### src/hw/rtl/cct_div.sv
// Two-lane pipelined restoring divider, rounded numerator, one quotient bit per stage.
`default_nettype none

module cct_div #(
   parameter int MAG_W  = 16,
   parameter int LEN_W  = 32,
   parameter int QB     = 16,
   parameter int SHIFT  = 30,
   parameter int SIDE_W = 1
) (
   input  wire logic              clock,
   input  wire logic              reset,
   input  wire logic              en,
   input  wire logic              in_valid,
   input  wire logic [MAG_W-1:0]  in_mag_x,
   input  wire logic [MAG_W-1:0]  in_mag_y,
   input  wire logic [LEN_W-1:0]  in_len,
   input  wire logic [SIDE_W-1:0] in_side,
   output logic                   out_valid,
   output logic [QB-1:0]          out_quo_x,
   output logic [QB-1:0]          out_quo_y,
   output logic [SIDE_W-1:0]      out_side
);

   localparam int NUM_W = MAG_W + SHIFT + 1;
   localparam int EXT_W = NUM_W + LEN_W;

   function automatic logic [LEN_W:0] div_step(input logic [LEN_W-1:0] rem,
                                               input logic nbit,
                                               input logic [LEN_W-1:0] len);
      logic [LEN_W:0] cat;
      logic [LEN_W:0] dif;
      cat = {rem, nbit};
      dif = cat - {1'b0, len};
      if (cat >= {1'b0, len}) begin
         div_step = {1'b1, dif[LEN_W-1:0]};
      end else begin
         div_step = {1'b0, cat[LEN_W-1:0]};
      end
   endfunction

   // numerator stage
   logic [NUM_W-1:0]  numx_ff;
   logic [NUM_W-1:0]  numy_ff;
   logic [LEN_W-1:0]  len0_ff;
   logic [SIDE_W-1:0] side0_ff;
   logic              valid0_ff;
   logic [EXT_W-1:0]  numx_ext;
   logic [EXT_W-1:0]  numy_ext;

   always_ff @(posedge clock) begin
      if (reset) begin
         valid0_ff <= 1'b0;
      end else if (en) begin
         valid0_ff <= in_valid;
      end
      if (en) begin
         numx_ff  <= NUM_W'({in_mag_x, {SHIFT{1'b0}}}) + NUM_W'(in_len >> 1);
         numy_ff  <= NUM_W'({in_mag_y, {SHIFT{1'b0}}}) + NUM_W'(in_len >> 1);
         len0_ff  <= in_len;
         side0_ff <= in_side;
      end
   end

   assign numx_ext = EXT_W'(numx_ff);
   assign numy_ext = EXT_W'(numy_ff);

   logic [LEN_W-1:0]  remx_ff  [QB];
   logic [LEN_W-1:0]  remy_ff  [QB];
   logic [QB-1:0]     lowx_ff  [QB];
   logic [QB-1:0]     lowy_ff  [QB];
   logic [QB-1:0]     qx_ff    [QB];
   logic [QB-1:0]     qy_ff    [QB];
   logic [LEN_W-1:0]  len_ff   [QB];
   logic [SIDE_W-1:0] side_ff  [QB];
   logic              valid_ff [QB];

   genvar k;
   for (k = 0; k < QB; k++) begin : g_step
      logic [LEN_W-1:0]  remx_src;
      logic [LEN_W-1:0]  remy_src;
      logic [QB-1:0]     lowx_src;
      logic [QB-1:0]     lowy_src;
      logic [QB-1:0]     qx_src;
      logic [QB-1:0]     qy_src;
      logic [LEN_W-1:0]  len_src;
      logic [SIDE_W-1:0] side_src;
      logic              valid_src;
      logic [LEN_W:0]    stepx;
      logic [LEN_W:0]    stepy;

      if (k == 0) begin : g_first
         assign remx_src  = numx_ext[QB +: LEN_W];
         assign remy_src  = numy_ext[QB +: LEN_W];
         assign lowx_src  = numx_ff[QB-1:0];
         assign lowy_src  = numy_ff[QB-1:0];
         assign qx_src    = '0;
         assign qy_src    = '0;
         assign len_src   = len0_ff;
         assign side_src  = side0_ff;
         assign valid_src = valid0_ff;
      end else begin : g_next
         assign remx_src  = remx_ff[k-1];
         assign remy_src  = remy_ff[k-1];
         assign lowx_src  = lowx_ff[k-1];
         assign lowy_src  = lowy_ff[k-1];
         assign qx_src    = qx_ff[k-1];
         assign qy_src    = qy_ff[k-1];
         assign len_src   = len_ff[k-1];
         assign side_src  = side_ff[k-1];
         assign valid_src = valid_ff[k-1];
      end

      assign stepx = div_step(remx_src, lowx_src[QB-1], len_src);
      assign stepy = div_step(remy_src, lowy_src[QB-1], len_src);

      always_ff @(posedge clock) begin
         if (reset) begin
            valid_ff[k] <= 1'b0;
         end else if (en) begin
            valid_ff[k] <= valid_src;
         end
         if (en) begin
            remx_ff[k] <= stepx[LEN_W-1:0];
            remy_ff[k] <= stepy[LEN_W-1:0];
            lowx_ff[k] <= lowx_src << 1;
            lowy_ff[k] <= lowy_src << 1;
            qx_ff[k]   <= {qx_src[QB-2:0], stepx[LEN_W]};
            qy_ff[k]   <= {qy_src[QB-2:0], stepy[LEN_W]};
            len_ff[k]  <= len_src;
            side_ff[k] <= side_src;
         end
      end
   end

   assign out_valid = valid_ff[QB-1];
   assign out_quo_x = qx_ff[QB-1];
   assign out_quo_y = qy_ff[QB-1];
   assign out_side  = side_ff[QB-1];

endmodule

`default_nettype wire

### config.mk
export PLATFORM = sky130hd
export DESIGN_NAME = cct_div
export DESIGN_NICKNAME = d
export VERILOG_FILES = /design/src/hw/rtl/cct_div.sv
export SDC_FILE = /design/constraint.sdc
export NUM_CORES = 2
export LEC_CHECK = 0
export CAP_MARGIN = 15
export CORE_ASPECT_RATIO = 1.75
export CORE_MARGIN = 4
export CORE_UTILIZATION = 50
export CTS_BUF_LIST = sky130_fd_sc_hd__clkbuf_8 sky130_fd_sc_hd__clkbuf_16
export DETAILED_ROUTE_END_ITERATION = 6
export DONT_BUFFER_PORTS = 1
export PLACE_DENSITY_LB_ADDON = 0.05
export SLEW_MARGIN = 30
export SYNTH_ARGS = -nofsm -noshare
export SYNTH_HDL_FRONTEND = slang
export SYNTH_SLANG_ARGS = --single-unit
### constraint.sdc
create_clock -name clock -period 9.4 [get_ports clock]
set_clock_uncertainty 0.1 [all_clocks]
set_input_delay 0.47 -clock clock [delete_from_list [all_inputs] [get_ports clock]]
set_output_delay 0.47 -clock clock [all_outputs]
set_load 0.01 [all_outputs]
# Word-level counts from Yosys, hierarchy flattened

Memory sizes are Yosys's and may differ from the RTL's.
Index checks and enable logic that the tools add are counted.

Equal/unequal tests: 0
Add/sub/neg operators: 34
Shifts and indexed selects: 0
Order comparisons: 32
Div/mod/pow operators: 0
Bitwise gates (word level): 16
Reductions and logical operators: 0
Multiply operators: 0
Multiplexer cells: 54

Operators by type and width:

| operator                       | count |
|---|---|
| 2-to-1 mux 33 bit              | 32 |
| subtractor 32 bit              | 32 |
| >= comparator 33 x 32 -> 1 bit | 30 |
| adder 46 x 31 -> 47 bit        | 2 |
| >= comparator 32 bit           | 2 |
| 2-to-1 mux 1 bit               | 22 |
| bitwise OR 1 bit               | 16 |

Register bits after elaboration: 128
Memories kept: 9
Latch bits: 0
Output and inout port bits: 34
Logic and storage cells: 150
Bits in read-only memories: 0
RAM bits: 2560
Input bits: 69

Memory list:

| memory          | words | bits a word | rd ports | clocked after memory_dff | wr ports | RTL line | RTL |
|---|---|---|---|---|---|---|---|
| len_ff          | 16    | 32          | 15       | 0                        | 16       | 74       | `logic [LEN_W-1:0] len_ff [QB];` |
| remx_ff         | 16    | 32          | 15       | 0                        | 16       | 68       | `logic [LEN_W-1:0] remx_ff [QB];` |
| remy_ff         | 16    | 32          | 15       | 0                        | 16       | 69       | `logic [LEN_W-1:0] remy_ff [QB];` |
| qx_ff           | 16    | 16          | 16       | 0                        | 16       | 72       | `logic [QB-1:0] qx_ff [QB];` |
| qy_ff           | 16    | 16          | 16       | 0                        | 16       | 73       | `logic [QB-1:0] qy_ff [QB];` |
| lowx_ff         | 16    | 15          | 15       | 0                        | 16       | 70       | `logic [QB-1:0] lowx_ff [QB];` |
| 3 more memories | n/a   | n/a         | n/a      | n/a                      | n/a      | n/a      |  |

# Depth between registers and ports, before layout

Depth after elaboration: 4
Mapped depth: 16
Depth with buffers taken out: 14

# Worst setup path before layout

OpenSTA, ideal clock, no wires.

Kind: flip-flop to flip-flop
Start point: reg numx_ff[15]
End point: mem remx_ff[0][22], data pin
Data required time: 9040 ps
Clock period less this slack: 3715 ps
Path buffers: 1
Arrival time: 3355 ps
Setup time: 260 ps
Setup slack: 5685 ps
Stages on the path, launching flop included: 15
Path through: edfxtp_1 -> inv_1 -> ha_1 -> fa_1 -> nor2b_1 -> o21ai_1 -> a21oi_1 -> nor4b_1 -> o31ai_2 -> a41o_1 -> a211o_1 -> a21oi_1 -> o31ai_2 -> buf_2 -> mux2_2

RTL lines:

| element                  | RTL line | RTL |
|---|---|---|
| start: declaration       | 43       | `logic [NUM_W-1:0] numx_ff;` |
| start signal: assignment | 58       | `numx_ff <= NUM_W'({in_mag_x, {SHIFT{1'b0}}}) + NUM_W'(in_len >> 1);` |
| end: declaration         | 68       |  |

==> results.json <==
{
  "die_h_um": 645,
  "synth-async-reset-ratio": 0,
  "cts_sinks": 1812,
  "synth_xor_area_frac": 0.0646,
  "synthSimpleGateAreaFrac": 0.107,
  "hold-worst-slack_ps": -47.1,
  "grt_pass1_vias": 97300,
  "grt_max_degree": 165,
  "clk_path_buf_depth": 4,
  "path_depth": 17,
  "setup_viol": 0,
  "synth_top_area_share": 0.469,
  "placementRows": 233,
  "die_x_um": 372,
  "drt-initial-drc-count": 7623,
  "place_hpwl_um": 380000,
  "period_minus_slack_ps": 6380,
  "rsz0062_at_grt": "false",
  "grt_util_met3": 0.173,
  "p_leak_uw": 0.0523,
  "hp-class": "in -> reg",
  "hold_viol": 15,
  "wl_per_cell_um": 34.4,
  "ys.warnings.count": 0,
  "slowest_delay_ps": 750,
  "ys_seq_elements": 1812,
  "grt_use_met2": 0.759,
  "worstSetupPathType": "reg -> reg",
  "violations": "DRC, hold timing",
  "ff2ff_setup_slack_ps": 3020,
  "detail-route-antenna-nets": 0,
  "crit_slowest_cell": "edfxtp_1",
  "critical_path_buf_inv_count": 6,
  "die-area_mm2": 0.240,
  "status": "finished, violations left",
  "layout-drive-gt1-share": 0.0868,
  "track_usage": 0.422,
  "cts_resized": 0,
  "nets": 12300,
  "grt_pass1_wl_um": 704000,
  "tightest_slew_ps": 1240,
  "final_cell_count_no_fill": 14400,
  "top_level_ports": 103,
  "path_max_fanout": 29,
  "arrival_ps": 7050,
  "path_delay_family": "compound AO/OA/AOI/OAI gates",
  "slew_headroom": 0.175,
  "synth_edf_count": 1811,
  "min_path_cells": 1,
  "syn_inst": 11000,
  "pwr_density_cell_mw_per_mm2": 400,
  "synth_top_family_by_area": "compound AO/OA/AOI/OAI gates",
  "synth.distinct_cells": 96,
  "synthAdderAreaFrac": 0.113,
  "syn_nets": 12100,
  "globalRouteMet1Util": 0.265,
  "ir_drop_uv": 241,
  "ys.flop_type": "edfxtp_1",
  "reg2reg_depth": 17,
  "synth_compound_gate_area_share": 0.173,
  "synth.area.top_cells": "edfxtp_1 (47%), ha_1 (11%), a21oi_1 (4.4%), xnor2_1 (3.8%), o21ai_0 (3.6%)",
  "fmax_mhz": 157,
  "start_kind": "flop",
  "clkLatencyLatePin_ps": 930,
  "dr_total_vias": 93100,
  "path_clk_slew_ps": 70,
  "total_power_uw": 51300,
  "syn-cell-area_mm2": 0.116,
  "portBuffers": 0,
  "placed_cells": 13900,
  "critical_path_required_ps": 10070,
  "cts_setup_buffers": 0,
  "critPathCaptureType": "flop",
  "fillCellCount": 19700,
  "finalWeightedCongestion": 1.12,
  "numCtsBuffers": 188,
  "drv_slew": 0,
  "core_area_mm2": 0.231,
  "routed_wl_um": 497000,
  "area_growth_pct": 10.6,
  "htree_levels": 4,
  "fin_tns_setup_ps": 0,
  "postSynthAreaPerCell_um2": 10.5,
  "cts_tree": "done",
  "floorplan.initialDensity": 0.503,
  "grt-ovfl-total": 0,
  "yosys.area.top_type": "edfxtp_1",
  "maxCapViolations": 0,
  "routed_via_density": 6.45,
  "grt_busiest_layer": "met2",
  "antenna_found_initial": 91,
  "drcViolationCount": 15,
  "crit_chain": "clkbuf_1, inv_1, ha_1, o21a_1, o21ai_0, a211oi_1, o21ai_1, a21oi_1, o211ai_1, clkbuf_4, buf_4, a21oi_1, a41o_1, a31oi_4, buf_4, mux2i_4, buf_8",
  "first_pass_iters": 7,
  "min_period_over_period": 0.679,
  "synth_mux_area_frac": 0.0373,
  "ys_seq_area_frac": 0.469,
  "clockRootBuffer": "clkbuf_16",
  "cts_hold_buffers": 90
}
==> stage by stage <==
stage / setup slack [ps] / area, um2 / util
global route: 3060 / 128000 / 0.556
floorplan: 5680 / 116000 / -
detailed placement: 2540 / 120000 / 0.520
global placement: 1890 / 120000 / 0.520
finish: 3020 / 128000 / 0.556
CTS: 2540 / 127000 / 0.551
==> worst reg2reg max path, delay by kind of cell (launching register included) <==
kind / cells / cell delay, ps
compound gates: 9 / 2800
mux: 1 / 680
flops: 1 / 750
fa+ha+maj: 1 / 350
buf+inv: 6 / 1510
==> layer usage <==
metal / part of all wire / vias to the layer above
met2: 0.53 / 4575
met3: 0.067 / 3071
met5: 0.0011 / -
li1: - / 41100
met4: 0.17 / 44
met1: 0.23 / 44200
==> cell usage in the layout (no fill, tap or decap), drive strengths merged, types with 38 or more instances in the layout <==
cell type,count
xnor2,499
o21ai,853
a21oi,1019
nor3,81
and2,56
a21o,541
nor4,52
edfxtp,1811
o21a,100
buf,169
clkbuf,198
inv,793
xor2,356
a211o,38
diode,68
a211oi,66
nand4,193
nor2b,158
and3,100
nand3,188
clkinv,65
nand2b,129
a21boi,55
a31oi,114
nand2,907
o31ai,74
o21bai,117
mux2,356
nor2,629
dlygate4sd3,90
ha,998
==> cells in the mapped netlist, drive strengths merged, types with 21 or more instances <==
library cell and instances:
fa 29, nand2b 129, clkbuf 257, nand2 907, edfxtp 1811, or3 28
ha 998, a21o 541, a221oi 27, nor4 52, a21oi 1019, inv 762
xnor2 499, o31ai 74, a211oi 66, mux2i 31, or2 21, and3 100
o21a 100, nor2 629, xor2 356, o211ai 27, nand4 193, a41oi 21
a211o 38, a311oi 21, a21boi 55, o21ai 853, buf 71, a31oi 114
nor2b 158, o21bai 117, and4 22, and2 56, nand3 188, mux2 356
nor3 81
==> cell type report <==
cell class	count	area, um2	area share
Multi-Input combinational cell	8135	58200	0.454
Sequential cell	1812	54400	0.424
Clock buffer	190	4750	0.0371
Tap cell	3055	3820	0.0298
Inverter	762	2860	0.0223
Timing Repair Buffer	267	2750	0.0214
Clock inverter	141	1360	0.0106
Antenna cell	68	170	0.00133
==> flip-flops by register name (all words and copies together), names as in the netlist <==
name	count
g_step.len_src	2
g_step.side_src	1
g_step.valid_src	1
len_ff	480
numx_ff	47
numy_ff	17
qx_ff	136
qy_ff	136
remx_ff	480
remy_ff	480
side_ff	16
valid_ff	16
==> worst paths after layout <==
kind / startpoint / end
max: len_ff[0][226]$_DFFE_PP_ / remx_ff[1][1]$_DFFE_PP_
min: en / remx_ff[0][44]$_DFFE_PP_
max reg2reg: len_ff[0][226]$_DFFE_PP_ / remx_ff[1][1]$_DFFE_PP_
min reg2reg: qx_ff[2][38]$_DFFE_PP_ / qx_ff[2][55]$_DFFE_PP_
==> report_power, final <==
group          internal (uW)  switching [uW]  leakage, uW
Clock                   4320            3450      0.00302
Sequential             12800            2140       0.0177
Combinational          10400           18200       0.0315
Total                  27500           23800       0.0523
==> kinds of logic after synthesis <==
family / Yosys count
compound gates: 3248
xor+xnor: 855
fa+ha+maj: 1027
buf+inv: 1090
flops: 1812
mux: 387
simple gates: 2618
Note: power is estimated with default switching activity, not from simulation.
